<file path="src/sv/nce_pkg.sv">
`timescale 1ns / 1ps
// Shared types, register codes and lookup tables of the noise voice.
// No dependencies; every other file of the block imports this package.
package nce_pkg;

   // Accumulators hold a 32-bit value plus one step, so one extra bit.
   localparam int ACC_W   = 33;
   localparam int CSR_W   = 30;
   localparam int CSR_IDX_W = 3;

   // Item kinds.
   localparam logic KIND_TICK  = 1'b0;
   localparam logic KIND_WRITE = 1'b1;

   // Voice register selects.
   localparam logic [2:0] REG_CONTROL = 3'd0;
   localparam logic [2:0] REG_PERIOD  = 3'd1;
   localparam logic [2:0] REG_LENGTH  = 3'd2;
   localparam logic [2:0] REG_ENABLE  = 3'd3;
   localparam logic [2:0] REG_FRAME   = 3'd4;

   // Configuration register indexes.
   localparam logic [CSR_IDX_W-1:0] CSR_STEP       = 3'd0;
   localparam logic [CSR_IDX_W-1:0] CSR_FRAME_FOUR = 3'd1;
   localparam logic [CSR_IDX_W-1:0] CSR_FRAME_FIVE = 3'd2;
   localparam logic [CSR_IDX_W-1:0] CSR_PAL        = 3'd3;
   localparam logic [CSR_IDX_W-1:0] CSR_MUTE       = 3'd4;

   // Reset values.
   localparam logic [23:0]    STEP_RESET       = 24'd3663000;
   localparam logic [CSR_W-1:0] FRAME_FOUR_RESET = 30'd488727552;
   localparam logic [CSR_W-1:0] FRAME_FIVE_RESET = 30'd610909440;
   localparam logic [7:0]     LEN_RESET        = 8'h0A;
   localparam logic [11:0]    PERIOD_RESET     = 12'h004;
   localparam logic [3:0]     ENV_MAX          = 4'hF;
   localparam logic [14:0]    LFSR_RESET       = 15'd1;

   typedef struct packed {
      logic       kind;
      logic [2:0] reg_select;
      logic [7:0] write_value;
   } req_type;

   typedef struct packed {
      logic [3:0] sample;
      logic       length_running;
   } rsp_type;

   function automatic logic [7:0] len_lookup(input logic [4:0] idx);
      logic [7:0] v;
      unique case (idx)
         5'd0:  v = 8'h0A;  5'd1:  v = 8'hFE;  5'd2:  v = 8'h14;  5'd3:  v = 8'h02;
         5'd4:  v = 8'h28;  5'd5:  v = 8'h04;  5'd6:  v = 8'h50;  5'd7:  v = 8'h06;
         5'd8:  v = 8'hA0;  5'd9:  v = 8'h08;  5'd10: v = 8'h3C;  5'd11: v = 8'h0A;
         5'd12: v = 8'h0E;  5'd13: v = 8'h0C;  5'd14: v = 8'h1A;  5'd15: v = 8'h0E;
         5'd16: v = 8'h0C;  5'd17: v = 8'h10;  5'd18: v = 8'h18;  5'd19: v = 8'h12;
         5'd20: v = 8'h30;  5'd21: v = 8'h14;  5'd22: v = 8'h60;  5'd23: v = 8'h16;
         5'd24: v = 8'hC0;  5'd25: v = 8'h18;  5'd26: v = 8'h48;  5'd27: v = 8'h1A;
         5'd28: v = 8'h10;  5'd29: v = 8'h1C;  5'd30: v = 8'h20;  default: v = 8'h1E;
      endcase
      return v;
   endfunction

   function automatic logic [11:0] period_lookup(input logic pal, input logic [3:0] idx);
      logic [11:0] v;
      if (pal) begin
         unique case (idx)
            4'd0:  v = 12'h004;  4'd1:  v = 12'h008;  4'd2:  v = 12'h00E;  4'd3:  v = 12'h01E;
            4'd4:  v = 12'h03C;  4'd5:  v = 12'h058;  4'd6:  v = 12'h076;  4'd7:  v = 12'h094;
            4'd8:  v = 12'h0BC;  4'd9:  v = 12'h0EC;  4'd10: v = 12'h162;  4'd11: v = 12'h1D8;
            4'd12: v = 12'h2C4;  4'd13: v = 12'h3B0;  4'd14: v = 12'h762;  default: v = 12'hEC2;
         endcase
      end else begin
         unique case (idx)
            4'd0:  v = 12'h004;  4'd1:  v = 12'h008;  4'd2:  v = 12'h010;  4'd3:  v = 12'h020;
            4'd4:  v = 12'h040;  4'd5:  v = 12'h060;  4'd6:  v = 12'h080;  4'd7:  v = 12'h0A0;
            4'd8:  v = 12'h0CA;  4'd9:  v = 12'h0FE;  4'd10: v = 12'h17C;  4'd11: v = 12'h1FC;
            4'd12: v = 12'h2FA;  4'd13: v = 12'h3F8;  4'd14: v = 12'h7F2;  default: v = 12'hFE4;
         endcase
      end
      return v;
   endfunction

endpackage

</file>
<file path="src/sv/noise_channel_lfsr_envelope_unit.sv">
`timescale 1ns / 1ps
// Noise voice top level. A register write beat is taken while idle and gives no result.
// A sample tick gives its result after F frame steps and P noise shifts, each one pass
// of the shared add/subtract unit; the noise shifts are skipped with a silent length
// counter, the frame steps with a zero frame period. The next beat is taken once idle.
// An earlier result still stalled holds the tick in its last state until it leaves.
// Synchronous active-high reset restores all voice state and configuration.
module noise_channel_lfsr_envelope_unit
   import nce_pkg::*;
#(
   parameter int FRAC_BITS = 16
) (
   input  logic                 clock,
   input  logic                 reset,
   input  logic                 req_valid,
   output logic                 req_stall,
   input  req_type              req_payload,
   output logic                 rsp_valid,
   input  logic                 rsp_stall,
   output rsp_type              rsp_payload,
   input  logic                 csr_we,
   input  logic [CSR_IDX_W-1:0] csr_index,
   input  logic [CSR_W-1:0]     csr_wdata
);

   localparam int PER_W = 12 + FRAC_BITS;

   typedef enum logic [2:0] {
      ST_IDLE, ST_FRAME_LOAD, ST_FRAME_LOOP, ST_PER_LOAD, ST_PER_LOOP, ST_DONE
   } state_type;

   state_type state_ff, state_in;

   // Configuration.
   logic [23:0]      step_ff, step_in;
   logic [CSR_W-1:0] frame_four_ff, frame_four_in;
   logic [CSR_W-1:0] frame_five_ff, frame_five_in;
   logic             pal_ff, pal_in;
   logic             mute_ff, mute_in;

   // Voice state.
   logic [7:0]  length_count_ff, length_count_in;
   logic        length_halt_ff, length_halt_in;
   logic        channel_on_ff, channel_on_in;
   logic        env_start_ff, env_start_in;
   logic        env_constant_ff, env_constant_in;
   logic        env_loop_ff, env_loop_in;
   logic [3:0]  env_level_ff, env_level_in;
   logic [3:0]  env_rate_ff, env_rate_in;
   logic [3:0]  env_divider_ff, env_divider_in;
   logic [3:0]  fixed_volume_ff, fixed_volume_in;
   logic [31:0] frame_accum_ff, frame_accum_in;
   logic [1:0]  frame_phase_ff, frame_phase_in;
   logic        five_step_ff, five_step_in;
   logic [11:0] period_cycles_ff, period_cycles_in;
   logic [31:0] period_accum_ff, period_accum_in;
   logic [14:0] lfsr_ff, lfsr_in;
   logic        short_mode_ff, short_mode_in;

   // Working accumulator and result register.
   logic [ACC_W-1:0] acc_ff, acc_in;
   logic             rsp_valid_ff, rsp_valid_in;
   rsp_type          rsp_ff, rsp_in;

   logic [ACC_W-1:0] alu_a, alu_b, alu_res;
   logic             alu_sub, alu_borrow;
   logic [CSR_W-1:0] frame_period;
   logic [PER_W-1:0] noise_period;
   logic             req_take, rsp_free, fb;
   logic [3:0]       volume;

   nce_addsub u_addsub (
      .op_a   (alu_a),
      .op_b   (alu_b),
      .do_sub (alu_sub),
      .result (alu_res),
      .borrow (alu_borrow)
   );

   assign frame_period = five_step_ff ? frame_five_ff : frame_four_ff;
   assign noise_period = {period_cycles_ff, {FRAC_BITS{1'b0}}};
   assign req_take     = req_valid & ~req_stall;
   assign rsp_free     = ~rsp_valid_ff | ~rsp_stall;
   assign fb           = lfsr_ff[0] ^ (short_mode_ff ? lfsr_ff[6] : lfsr_ff[1]);
   assign volume       = env_constant_ff ? fixed_volume_ff : env_level_ff;

   // Operand selection for the shared unit.
   always_comb begin
      alu_a   = acc_ff;
      alu_b   = ACC_W'(step_ff);
      alu_sub = 1'b0;
      unique case (state_ff)
         ST_FRAME_LOAD: alu_a = ACC_W'(frame_accum_ff);
         ST_PER_LOAD:   alu_a = ACC_W'(period_accum_ff);
         ST_FRAME_LOOP: begin
            alu_b   = ACC_W'(frame_period);
            alu_sub = 1'b1;
         end
         ST_PER_LOOP: begin
            alu_b   = ACC_W'(noise_period);
            alu_sub = 1'b1;
         end
         default: ;
      endcase
   end

   always_comb begin
      state_in        = state_ff;
      step_in         = step_ff;
      frame_four_in   = frame_four_ff;
      frame_five_in   = frame_five_ff;
      pal_in          = pal_ff;
      mute_in         = mute_ff;
      length_count_in = length_count_ff;
      length_halt_in  = length_halt_ff;
      channel_on_in   = channel_on_ff;
      env_start_in    = env_start_ff;
      env_constant_in = env_constant_ff;
      env_loop_in     = env_loop_ff;
      env_level_in    = env_level_ff;
      env_rate_in     = env_rate_ff;
      env_divider_in  = env_divider_ff;
      fixed_volume_in = fixed_volume_ff;
      frame_accum_in  = frame_accum_ff;
      frame_phase_in  = frame_phase_ff;
      five_step_in    = five_step_ff;
      period_cycles_in = period_cycles_ff;
      period_accum_in = period_accum_ff;
      lfsr_in         = lfsr_ff;
      short_mode_in   = short_mode_ff;
      acc_in          = acc_ff;
      rsp_in          = rsp_ff;
      rsp_valid_in    = rsp_valid_ff & rsp_stall;

      if (csr_we) begin
         unique case (csr_index)
            CSR_STEP:       step_in       = csr_wdata[23:0];
            CSR_FRAME_FOUR: frame_four_in = csr_wdata;
            CSR_FRAME_FIVE: frame_five_in = csr_wdata;
            CSR_PAL:        pal_in        = csr_wdata[0];
            CSR_MUTE:       mute_in       = csr_wdata[0];
            default: ;
         endcase
      end

      unique case (state_ff)
         ST_IDLE: begin
            if (req_take) begin
               if (req_payload.kind == KIND_WRITE) begin
                  unique case (req_payload.reg_select)
                     REG_CONTROL: begin
                        if (req_payload.write_value[4]) begin
                           fixed_volume_in = req_payload.write_value[3:0];
                        end else begin
                           env_rate_in = req_payload.write_value[3:0];
                        end
                        env_constant_in = req_payload.write_value[4];
                        length_halt_in  = req_payload.write_value[5];
                        env_loop_in     = req_payload.write_value[5];
                     end
                     REG_PERIOD: begin
                        period_cycles_in = period_lookup(pal_ff,
                                                         req_payload.write_value[3:0]);
                        short_mode_in    = req_payload.write_value[7];
                     end
                     REG_LENGTH: begin
                        if (channel_on_ff) begin
                           length_count_in = len_lookup(req_payload.write_value[7:3]);
                        end
                        env_level_in   = ENV_MAX;
                        env_divider_in = 4'd0;
                        env_start_in   = 1'b1;
                     end
                     REG_ENABLE: begin
                        channel_on_in = req_payload.write_value[3];
                        if (!req_payload.write_value[3]) begin
                           length_count_in = 8'd0;
                        end
                     end
                     REG_FRAME: five_step_in = req_payload.write_value[7];
                     default: ;
                  endcase
               end else begin
                  state_in = ST_FRAME_LOAD;
               end
            end
         end
         ST_FRAME_LOAD: begin
            // A zero frame period leaves the frame sequencer and its accumulator alone.
            if (frame_period == '0) begin
               state_in = (length_count_ff != 8'd0) ? ST_PER_LOAD : ST_DONE;
            end else begin
               acc_in   = alu_res;
               state_in = ST_FRAME_LOOP;
            end
         end
         ST_FRAME_LOOP: begin
            if (!alu_borrow) begin
               acc_in = alu_res;
               if (frame_phase_ff == 2'd0 && length_count_ff != 8'd0 && !length_halt_ff) begin
                  length_count_in = length_count_ff - 8'd1;
               end
               if (env_start_ff) begin
                  env_start_in   = 1'b0;
                  env_level_in   = ENV_MAX;
                  env_divider_in = env_rate_ff;
               end else if (env_divider_ff != 4'd0) begin
                  env_divider_in = env_divider_ff - 4'd1;
               end else begin
                  env_divider_in = env_rate_ff;
                  if (env_level_ff != 4'd0) begin
                     env_level_in = env_level_ff - 4'd1;
                  end else if (env_loop_ff) begin
                     env_level_in = ENV_MAX;
                  end
               end
               frame_phase_in = frame_phase_ff + 2'd1;
            end else begin
               frame_accum_in = acc_ff[31:0];
               state_in = (length_count_ff != 8'd0) ? ST_PER_LOAD : ST_DONE;
            end
         end
         ST_PER_LOAD: begin
            acc_in   = alu_res;
            state_in = ST_PER_LOOP;
         end
         ST_PER_LOOP: begin
            if (!alu_borrow) begin
               acc_in  = alu_res;
               lfsr_in = {fb, lfsr_ff[14:1]};
            end else begin
               period_accum_in = acc_ff[31:0];
               state_in        = ST_DONE;
            end
         end
         ST_DONE: begin
            if (rsp_free) begin
               rsp_valid_in = 1'b1;
               rsp_in.sample = (length_count_ff != 8'd0 && !mute_ff && !lfsr_ff[0]) ?
                               volume : 4'd0;
               rsp_in.length_running = channel_on_ff & (length_count_ff != 8'd0);
               state_in = ST_IDLE;
            end
         end
         default: state_in = ST_IDLE;
      endcase
   end

   always_ff @(posedge clock) begin
      if (reset) begin
         state_ff         <= ST_IDLE;
         step_ff          <= STEP_RESET;
         frame_four_ff    <= FRAME_FOUR_RESET;
         frame_five_ff    <= FRAME_FIVE_RESET;
         pal_ff           <= 1'b0;
         mute_ff          <= 1'b0;
         length_count_ff  <= LEN_RESET;
         length_halt_ff   <= 1'b0;
         channel_on_ff    <= 1'b1;
         env_start_ff     <= 1'b1;
         env_constant_ff  <= 1'b0;
         env_loop_ff      <= 1'b0;
         env_level_ff     <= ENV_MAX;
         env_rate_ff      <= 4'd0;
         env_divider_ff   <= 4'd0;
         fixed_volume_ff  <= 4'd0;
         frame_accum_ff   <= 32'd0;
         frame_phase_ff   <= 2'd0;
         five_step_ff     <= 1'b0;
         period_cycles_ff <= PERIOD_RESET;
         period_accum_ff  <= 32'd0;
         lfsr_ff          <= LFSR_RESET;
         short_mode_ff    <= 1'b0;
         rsp_valid_ff     <= 1'b0;
      end else begin
         state_ff         <= state_in;
         step_ff          <= step_in;
         frame_four_ff    <= frame_four_in;
         frame_five_ff    <= frame_five_in;
         pal_ff           <= pal_in;
         mute_ff          <= mute_in;
         length_count_ff  <= length_count_in;
         length_halt_ff   <= length_halt_in;
         channel_on_ff    <= channel_on_in;
         env_start_ff     <= env_start_in;
         env_constant_ff  <= env_constant_in;
         env_loop_ff      <= env_loop_in;
         env_level_ff     <= env_level_in;
         env_rate_ff      <= env_rate_in;
         env_divider_ff   <= env_divider_in;
         fixed_volume_ff  <= fixed_volume_in;
         frame_accum_ff   <= frame_accum_in;
         frame_phase_ff   <= frame_phase_in;
         five_step_ff     <= five_step_in;
         period_cycles_ff <= period_cycles_in;
         period_accum_ff  <= period_accum_in;
         lfsr_ff          <= lfsr_in;
         short_mode_ff    <= short_mode_in;
         rsp_valid_ff     <= rsp_valid_in;
      end
      acc_ff <= acc_in;
      rsp_ff <= rsp_in;
   end

   assign req_stall   = (state_ff != ST_IDLE);
   assign rsp_valid   = rsp_valid_ff;
   assign rsp_payload = rsp_ff;

endmodule

</file>
<file path="src/sv/nce_addsub.sv">
`timescale 1ns / 1ps
// Shared adder/subtractor used by the sequencer for every accumulator step.
// Depends on nce_pkg for the accumulator width.
module nce_addsub
   import nce_pkg::*;
(
   input  logic [ACC_W-1:0] op_a,
   input  logic [ACC_W-1:0] op_b,
   input  logic             do_sub,
   output logic [ACC_W-1:0] result,
   output logic             borrow
);

   logic [ACC_W:0] full;

   always_comb begin
      if (do_sub) begin
         full = {1'b0, op_a} - {1'b0, op_b};
      end else begin
         full = {1'b0, op_a} + {1'b0, op_b};
      end
   end

   // The extra top bit is only a borrow when subtracting.
   assign result = full[ACC_W-1:0];
   assign borrow = do_sub & full[ACC_W];

endmodule

</file>
<file path="config.mk">
export PLATFORM = sky130hd
export DESIGN_NAME = noise_channel_lfsr_envelope_unit
export DESIGN_NICKNAME = d
export VERILOG_FILES = /design/src/sv/nce_pkg.sv /design/src/sv/noise_channel_lfsr_envelope_unit.sv /design/src/sv/nce_addsub.sv
export SDC_FILE = /design/constraint.sdc
export NUM_CORES = 1
export LEC_CHECK = 0
export BUFFER_PORTS_ARGS = -buffer_cell sky130_fd_sc_hd__buf_2
export CORE_MARGIN = 5
export CORE_UTILIZATION = 57
export DETAILED_ROUTE_END_ITERATION = 8
export HOLD_SLACK_MARGIN = 0.15
export PLACE_DENSITY = 0.77
export SKIP_CTS_REPAIR_TIMING = 1
export SYNTH_ARGS = -nofsm -noshare
export SYNTH_HDL_FRONTEND = slang
export SYNTH_SLANG_ARGS = --single-unit
export TNS_END_PERCENT = 5
</file>
<file path="constraint.sdc">
create_clock -name clock -period 6.1 [get_ports clock]
set_clock_uncertainty 0.05 [all_clocks]
set_input_delay 0.915 -clock clock [delete_from_list [all_inputs] [get_ports clock]]
set_output_delay 0.915 -clock clock [all_outputs]
set_load 0.01 [all_outputs]
</file>
==> qor.yml, run 1 <==
status:
  outcome: "completed"
synthesis:
  ys_seq_area_share_pct: 38.5
  synth_top_cell_by_area: "dfxtp_1"
  netlist.area_leader.share_pct: 30.4
  synth_cell_types: 86
  yosys_warnings: 0
  ys_ff_latch: 250
  synthTopCellsByArea: "dfxtp_1 30%, mux2i_1 11%, edfxtp_1 8.2%"
  syn_avg_cell_area_um2: 8.23
  ys.flop_type: "dfxtp_1"
  synth_edf_count: 38
  synthCells: 1699
  syn_area_um2: 14000
  syn_nets: 1801
  synthArstFlopShare_pct: 0
routing:
  drt-total-wl_um: 35200
  drt-pass1-iter-count: 5
  drc: 0
  routed_via_density: 5.94
  antenna_left: 0
  vias: 12200
  wl_per_cell_um: 17.2
  first_iter_violations: 966
worst_hold_path:
  min_from: "step_ff[6]$_SDFFE_PP0P_"
  hp-class: "register to register"
  holdPathStages: 2
cells_and_area:
  synthToLayoutAreaGrowth_pct: 9.39
  multi_input_area_um2: 8050
  stdcell_count: 2050
  final_nets: 1808
  n_fill_cell: 2153
  fin_area_um2: 15300
  antennaDiodeCount: 0
  final_util_pct: 63.0
  drive_above_1_share_pct: 9.33
  seq_area_um2: 5390
die:
  die_area_um2: 27800
  rows: 57
  start_util_pct: 57.6
  die_h_um: 167
  io_pins: 57
  die_w_um: 167
  fp.coreArea_um2: 24200
worst_setup_path:
  start_kind: "register"
  worstPathRequired_ps: 6520
  r2r_start: "state_ff[1]$_SDFFE_PP0P_"
  cp-end-kind: "register"
  crit_type: "register to register"
  critical_path.startpoint: "state_ff[1]$_SDFFE_PP0P_"
  crit_fanout: 10
  cp.arrival_ps: 6080
  reg2reg_depth: 18
cts:
  cts_root_buf: "clkbuf_16"
  path_clk_slew_ps: 60
  htree_num_levels: 1
  clk_latency_ps: 550
  cts_tree: "yes"
  cts_max_path_buffers: 3
  numCtsBuffers: 26
  cts_num_sinks: 250
placed_design:
  io_buffers: 56
  post-place-cells: 2002
  post-dp-hpwl_um: 25300
  placed_cell_area_um2: 14400
  place.gp.congestion: 0.936
grt:
  antenna_found_initial: 0
  grt_pass1_wl_um: 57200
  grt_pass1_vias: 11300
  grt_max_degree: 96
  grt-ovfl-total: 0
  track_usage_pct: 24.2
timing:
  setup_viol: 0
  tightestPinTransition_ps: 1180
  period_share_pct: 92.8
  fin_setup_tns_ps: 0
  slew_headroom_pct: 21.6
  whs_ps: 409
  finalMaxSlewViolations: 0
  grt_setup_unrepaired: "false"
  max_freq_ghz: 0.177
  fin_crit_ps: 5660
  hold_viol: 0
power_and_ir_drop:
  power_leakage_uw: 0.00622
  powerDensity_nw_per_um2: 368
  max-vdd-ir-drop_mv: 0.250
flow_run:
  max-cap-violations: 0
==> per-stage QoR <==
step                total power (uW)  worst slack [ps]
floorplan                       3580               484
global placement                4020               529
detailed placement              4060               219
CTS                             5600               155
global route                    5940               142
finish                          5620               441
==> cells by family (layout without fill, tap and decap cells) <==
group           after synthesis  count (layout)  share of synthesized area [%]
simple gates                684             684                           22.4
compound gates              368             368                           15.8
flops                       250             250                           38.5
mux                         154             154                           11.2
buf+inv                     140             167                           4.14
fa+ha+maj                    52              52                           4.71
xor+xnor                     51              51                           3.20
==> critical path, cell delays in order (launching register included) <==
cell and delay, ps:
dfxtp_2 420, or3b_1 490, and3_4 240, nor2_1 120, ha_1 210, nor4b_1 350
and3_1 350, nand3_1 130, xor2_1 170, a21oi_1 220, ha_1 360, a21oi_1 240
o21ai_0 160, a211oi_1 630, a2111oi_4 190, nor2_2 460, nor2_1 220, a2111o_1 430
a21oi_1 140
==> power breakdown <==
part           internal (uW)  switching [uW]
registers               1940             109
clock network            888             651
logic                    768            1270
==> cell usage after synthesis, drive strengths merged, types with 6 or more instances <==
library cell and number:
mux2i 147, nand3b 15, a21oi 164, nand2 288
inv 34, and3 11, o22ai 13, xor2 21
or3 6, o211ai 8, nand2b 16, a31oi 10
edfxtp 38, mux2 6, a211oi 9, clkbuf 76
buf 28, nor2 199, nand3 45, nor3 27
and2 6, or4 7, o2bb2ai 6, nor2b 17
dfxtp 212, o21a 8, a21o 9, nor3b 8
a22oi 7, a2111oi 6, nand4 10, ha 51
nor4 12, xnor2 30, o21ai 86
==> final cells by class <==
type,instances,area share (%)
multi-input cells,1309,52.6
flip-flops and latches,250,35.2
clock buffers,36,4.57
repair buffers,83,3.20
well taps,324,2.65
inverters,36,0.884
clock inverters,12,0.818
==> cell usage in the layout (no fill, tap or decap), types with 6 or more instances in the layout <==
cell type and count:
dfxtp_1 210, buf_2 55, a31oi_1 10, nor2b_1 17
a21o_1 9, mux2i_1 147, and3_1 10, a21oi_1 163
a211oi_1 9, clkbuf_16 26, nor2_1 193, a22oi_1 7
ha_1 51, nor3b_1 6, xor2_1 21, nand2b_1 15
nand3b_1 15, and2_1 6, nand4_1 9, nor4_1 10
buf_4 27, o211ai_1 8, inv_1 34, o22ai_1 13
nor3_1 25, mux2_2 6, xnor2_1 30, edfxtp_1 38
clkbuf_1 9, o21ai_0 85, o21a_1 8, nand3_1 43
or4_1 7, nand2_1 288, clkinv_2 7
==> registers in the layout (all words and copies together), names as in the netlist, 2 cells and up <==
| signal | count |
|---|---|
| acc_ff | 33 |
| env_divider_ff | 4 |
| env_level_ff | 4 |
| env_rate_ff | 4 |
| fixed_volume_ff | 4 |
| frame_accum_ff | 32 |
| frame_five_ff | 30 |
| frame_four_ff | 30 |
| frame_phase_ff | 2 |
| length_count_ff | 8 |
| lfsr_ff | 15 |
| period_accum_ff | 32 |
| period_cycles_ff | 11 |
| rsp_payload | 5 |
| state_ff | 3 |
| step_ff | 24 |
==> final timing paths <==
| path | slack (ps) | to |
|---|---|---|
| max | 440 | state_ff[2]$_SDFFE_PP0P_ |
| min | 410 | step_ff[6]$_SDFFE_PP0P_ |
| max reg2reg | 440 | state_ff[2]$_SDFFE_PP0P_ |
| min reg2reg | 410 | step_ff[6]$_SDFFE_PP0P_ |
==> layer usage <==
metal | vias up | wire [um] | global-route usage (%)
met5 | - | 0 | 0
met4 | 0 | 1020 | 7.29
li1 | 5972 | - | -
met3 | 89 | 2260 | 3.37
met2 | 424 | 15700 | 38.0
met1 | 5694 | 16200 | 34.9
(Power assumes the default switching activity.)
==> inputs of run 2 (changes only) <==
- CORE_UTILIZATION: 57 -> 60
- PLACE_DENSITY: 0.77 -> 0.78
- clock period: 6.1 -> 7.3 ns (I/O delays scaled with it)
==> run 2 against run 1 <==
  * Largest power group unchanged
  * Count of clock-buffer cells in the layout down 2
  * Global-route usage up 1.4 points
  * Worst hold slack about the same
  * Worst setup slack better by 210 ps
  * Register-to-register slack better by 210 ps
  * Sequential cell count unchanged
  * First-iteration DRC count up 7.1%
==> qor.yml, run 2 (synthesis results as in run 1) <==
die:
  die_area_um2: 26400
  rows: 55
  io_pins: 57
  die_h_um: 163
  start_util_pct: 61.4
  fp.coreArea_um2: 22800
  die_w_um: 163
grt:
  grt-ovfl-total: 0
  antenna_found_initial: 0
  grt_max_degree: 103
  grt_pass1_wl_um: 56600
  track_usage_pct: 25.6
  grt_pass1_vias: 11100
worst_setup_path:
  cp-end-kind: "register"
  r2r_start: "state_ff[2]$_SDFFE_PP0P_"
  cp.arrival_ps: 7020
  crit_type: "register to register"
  cpPeakStageDelay_ps: 800
  worstPathRequired_ps: 7670
  r2r_slack_ps: 650
  start_kind: "register"
  timing.rr.end: "length_count_ff[3]$_SDFFE_PP1P_"
  critPathMostFrequentCell: "a21oi_1"
  path_cells: "nor3b_2 -> nor2_2 -> a21oi_1 -> ha_1 -> nor4b_1 -> and3_1 -> nand3_2 -> nor2_2 -> a41oi_2 -> a21oi_1 -> ha_1 -> a21oi_1 -> o22ai_1 -> o21ai_0 -> o2111ai_1 -> or3_2 -> nand2b_1 -> nor2_1 -> a211o_1"
  reg2reg_depth: 19
  slowest_stage: "or3_2"
  crit_fanout: 24
cts:
  cts_root_buf: "clkbuf_16"
  clk_latency_ps: 540
  htree_num_levels: 1
  cts_tree: "yes"
  numCtsBuffers: 26
  path_clk_slew_ps: 70
  cts_max_path_buffers: 3
  cts_num_sinks: 250
cells_and_area:
  drive_above_1_share_pct: 8.60
  final_nets: 1795
  top_regs: "acc_ff x33, frame_accum_ff x32, period_accum_ff x32"
  synthToLayoutAreaGrowth_pct: 8.68
  antennaDiodeCount: 0
  mostFrequentLayoutCells: "288 x nand2_1, 210 x dfxtp_1, 193 x nor2_1, 163 x a21oi_1, 147 x mux2i_1"
  n_fill_cell: 1901
  final_util_pct: 66.7
  layout_commonest_cell: "nand2_1"
  largest_reg_flops: 33
  largest_register: "acc_ff"
worst_hold_path:
  holdPathEnd: "frame_four_ff[20]$_SDFFE_PP0P_"
  hp-class: "register to register"
  min_from: "frame_four_ff[20]$_SDFFE_PP0P_"
  holdPathStages: 2
timing:
  period_share_pct: 91.1
  fin_setup_tns_ps: 0
  grt_setup_unrepaired: "false"
  setup_viol: 0
  finalWorstSetupSlack_ps: 651
  fin_crit_ps: 6650
  tightestPinTransition_ps: 1220
  slew_headroom_pct: 18.9
  hold_viol: 0
  max_freq_ghz: 0.150
  finalMaxSlewViolations: 0
status:
  outcome: "completed"
placed_design:
  place.gp.congestion: 0.942
  post-dp-hpwl_um: 24500
  pre_cts_ws_ps: 601
  io_buffers: 56
routing:
  drt-pass1-iter-count: 6
  wl_per_cell_um: 17.1
  drc: 0
  antenna_left: 0
  first_iter_violations: 1035
  vias: 12000
  routed_via_density: 5.94
  drt-total-wl_um: 34500
power_and_ir_drop:
  powerDensity_nw_per_um2: 312
  max-vdd-ir-drop_mv: 0.279
  power_leakage_uw: 0.00615
flow_run:
  max-cap-violations: 0
==> run 2: changes by cell type in the layout (fill, tap and decap cells not counted), sizes merged <==
cell	before	now
buf	83	70
clkinv	10	4
clkbuf	36	34
clkinvlp	1	3
inv	35	37
bufinv	2	3
==> run 2: worst max-delay path by stage <==
| stage | start | end | slack [ps] | cells past startpoint |
|---|---|---|---|---|
| 2_1_floorplan | five_step_ff$_SDFFE_PP0P_ | acc_ff[0]$_DFFE_PP_ | 1140 | 21 |
| 6_report | state_ff[2]$_SDFFE_PP0P_ | length_count_ff[3]$_SDFFE_PP1P_ | 650 | 19 |
| 5_1_grt | state_ff[2]$_SDFFE_PP0P_ | lfsr_ff[0]$_SDFFE_PP1P_ | 170 | 19 |
| 4_1_cts | state_ff[2]$_SDFFE_PP0P_ | state_ff[2]$_SDFFE_PP0P_ | 480 | 19 |
| 3_5_place_dp | state_ff[2]$_SDFFE_PP0P_ | state_ff[2]$_SDFFE_PP0P_ | 600 | 19 |
| 3_3_place_gp | state_ff[2]$_SDFFE_PP0P_ | state_ff[2]$_SDFFE_PP0P_ | 990 | 19 |
==> run 2: layout make-up <==
type                    instances  area [um2]  area share, %
multi-input cells            1309        8020           52.8
inverters                      36         135          0.890
clock inverters                11         148          0.972
well taps                     313         392           2.58
flip-flops and latches        250        5390           35.5
repair buffers                 70         392           2.58
clock buffers                  34         712           4.69
==> run 2: stage by stage <==
| step | hold WS, ps | area, um2 | instances | power (uW) |
|---|---|---|---|---|
| finish | 408 | 15200 | 2023 | 4730 |
| global route | 430 | 15200 | 2023 | 5020 |
| CTS | 407 | 15200 | 2023 | 4720 |
| detailed placement | 399 | 14300 | 1978 | 3380 |
| global placement | 392 | 14300 | 1978 | 3360 |
| floorplan | 381 | 14000 | 1699 | 2990 |
==> run 2: worst max-delay path: cells and delay by family, from the launching register on <==
kind                     cells  cell delay (ps)
flip-flops                   1              670
adder cells (fa/ha/maj)      2              580
AO/OA/AOI/OAI                8             2150
AND/OR/NAND/NOR              9             3070
==> run 2: where the power goes <==
part           switching, uW  total (uW)  internal, uW
registers               91.8        1710          1620
logic                   1050        1680           633
clock network            547        1340           795
==> run 2: metal layers <==
metal  track usage [%]  vias up  share of wire [%]
li1                  -     5937                  -
met1              36.4     5619                 46
met2              40.7      386                 45
met3              4.05       79                6.6
met4              7.40        0                3.0
met5                 0        -                  0
==> inputs of run 3 (changes only) <==
- PLACE_DENSITY: 0.78 -> 0.75
- clock period: 7.3 -> 8.4 ns (I/O delays scaled with it)
==> run 3 against run 2 <==
  * Via count is 0.46% higher
  * Cell count is essentially flat
  * Highest routed layer unchanged
  * Sequential cell count unchanged
  * Largest cell class unchanged
  * Count of clock-buffer cells in the layout rose by 6
  * Die area stayed put
  * Register-to-register slack better by 960 ps
==> qor.yml, run 3 (synthesis results as in run 1) <==
status:
  outcome: "completed"
routing:
  drc: 0
  wl_per_cell_um: 17.5
  met2_length_um: 15500
  wl_met1_um: 17100
  dr.max_layer_used: "met4"
  dr_wl_met3_um: 2250
  first_iter_violations: 998
  routed_via_density: 5.96
  antenna_left: 0
  drt-pass1-iter-count: 6
  drt-total-wl_um: 35400
  vias: 12100
cts:
  cts_max_path_buffers: 3
  path_clk_slew_ps: 60
  cts_num_sinks: 250
  clk_latency_ps: 530
  htree_num_levels: 1
  numCtsBuffers: 27
  cts_root_buf: "clkbuf_16"
  cts_tree: "yes"
grt:
  antenna_found_initial: 1
  track_usage_pct: 26.2
  grt-ovfl-total: 0
  grt_pass1_vias: 11100
  grt_max_degree: 106
  grt_pass1_wl_um: 57800
timing:
  setup_viol: 0
  tightestPinTransition_ps: 1130
  finalMaxSlewViolations: 0
  period_share_pct: 80.8
  slew_headroom_pct: 24.4
  hold_viol: 0
  fin_setup_tns_ps: 0
  fin_crit_ps: 6790
  grt_setup_unrepaired: "false"
  max_freq_ghz: 0.147
cells_and_area:
  synthToLayoutAreaGrowth_pct: 8.82
  final_nets: 1794
  drive_above_1_share_pct: 8.64
  largest_reg_flops: 33
  antennaDiodeCount: 0
  top_regs: "acc_ff x33, frame_accum_ff x32, period_accum_ff x32"
  layout_commonest_cell: "nand2_1"
  mostFrequentLayoutCells: "288 x nand2_1, 210 x dfxtp_1, 194 x nor2_1, 163 x a21oi_1, 147 x mux2i_1"
  largest_register: "acc_ff"
power_and_ir_drop:
  max-vdd-ir-drop_mv: 0.179
  power_uw: 4170
  power_leakage_uw: 0.00618
  powerDensity_nw_per_um2: 274
worst_setup_path:
  cp-end-kind: "register"
  crit_type: "register to register"
  start_kind: "register"
  endpoint: "acc_ff[32]$_DFFE_PP_"
  worstPathRequired_ps: 8610
  reg2reg_depth: 19
  crit_fanout: 24
  timing.rr.end: "acc_ff[32]$_DFFE_PP_"
  r2r_slack_ps: 1610
  r2r_start: "state_ff[0]$_SDFFE_PP0P_"
  cp.arrival_ps: 7000
  critical_path.startpoint: "state_ff[0]$_SDFFE_PP0P_"
flow_run:
  max-cap-violations: 0
die:
  die_w_um: 163
  die_h_um: 163
  die_area_um2: 26400
  start_util_pct: 61.4
  io_pins: 57
  rows: 55
  fp.coreArea_um2: 22800
placed_design:
  io_buffers: 56
  post-dp-hpwl_um: 24700
  place.gp.congestion: 0.942
worst_hold_path:
  hp-class: "register to register"
[run 3: changes by cell type in the layout (fill, tap and decap cells not counted), moves of 2 or more]
cell        change
bufinv_16       -2
clkbuf_16       +2
clkbuf_8        +4
clkinv_2        +4
clkinvlp_4      -2
inv_4           -2
[run 3: final cells by class]
cell class | count | area, um2
Fill cell | 1928 | 7570
Tap cell | 313 | 392
Timing Repair Buffer | 68 | 373
Sequential cell | 250 | 5390
Inverter | 36 | 135
Clock inverter | 9 | 82.6
Clock buffer | 40 | 817
Multi-Input combinational cell | 1309 | 8020
[run 3: power breakdown]
| group | total (uW) | leakage, uW | switching (uW) | internal, uW |
|---|---|---|---|---|
| logic | 1480 | 0.00366 | 931 | 547 |
| registers | 1500 | 0.00207 | 90.3 | 1410 |
| clock network | 1190 | 0.000444 | 486 | 705 |
[run 3: worst min path at each step]
stage / startpoint / endpoint / cells after the start / slack, ps
final: frame_five_ff[20]$_SDFFE_PP0P_ / frame_five_ff[20]$_SDFFE_PP0P_ / 2 / 410
after CTS: frame_five_ff[20]$_SDFFE_PP0P_ / frame_five_ff[20]$_SDFFE_PP0P_ / 2 / 410
after global placement: frame_five_ff[20]$_SDFFE_PP0P_ / frame_five_ff[20]$_SDFFE_PP0P_ / 2 / 390
after detailed placement: frame_five_ff[20]$_SDFFE_PP0P_ / frame_five_ff[20]$_SDFFE_PP0P_ / 2 / 400
after floorplan: lfsr_ff[2]$_SDFFE_PP0P_ / lfsr_ff[1]$_SDFFE_PP0P_ / 2 / 380
after global routing: frame_five_ff[20]$_SDFFE_PP0P_ / frame_five_ff[20]$_SDFFE_PP0P_ / 2 / 420
[run 3: metrics by stage]
step / std cells / setup WS (ps) / hold WS (ps) / instance area (um2) / util, %
final: 2025 / 1610 / 409 / 15200 / 66.8
after global routing: 2025 / 1110 / 423 / 15200 / 66.8
after CTS: 2025 / 1730 / 407 / 15200 / 66.8
after detailed placement: 1976 / 1780 / 399 / 14300 / 62.8
after global placement: 1976 / 1940 / 393 / 14300 / 62.8
after floorplan: 1699 / 2240 / 381 / 14000 / -
[run 3: routing by layer]
layer  GRT usage, %  vias to the layer above
li1               -                     5944
met3           3.39                       50
met4           4.80                        0
met1           39.1                     5709
met5              0                        -
met2           41.2                      373
[run 3: worst max-delay path, cell delays in order, from the launching register on]
cell and delay, ps:
dfxtp_1 910, or3b_1 670, nor2_1 130, a21oi_1 380, ha_1 280, nor4b_1 400, and3_1 360, nand3_2 170
nor3_1 190, nor2_1 50, o21ai_0 330, ha_1 320, nand4_1 270, nor4_1 420, o211ai_1 260, a31oi_1 420
a31oi_1 230, o21ai_0 360, a221oi_1 150, xnor2_1 160
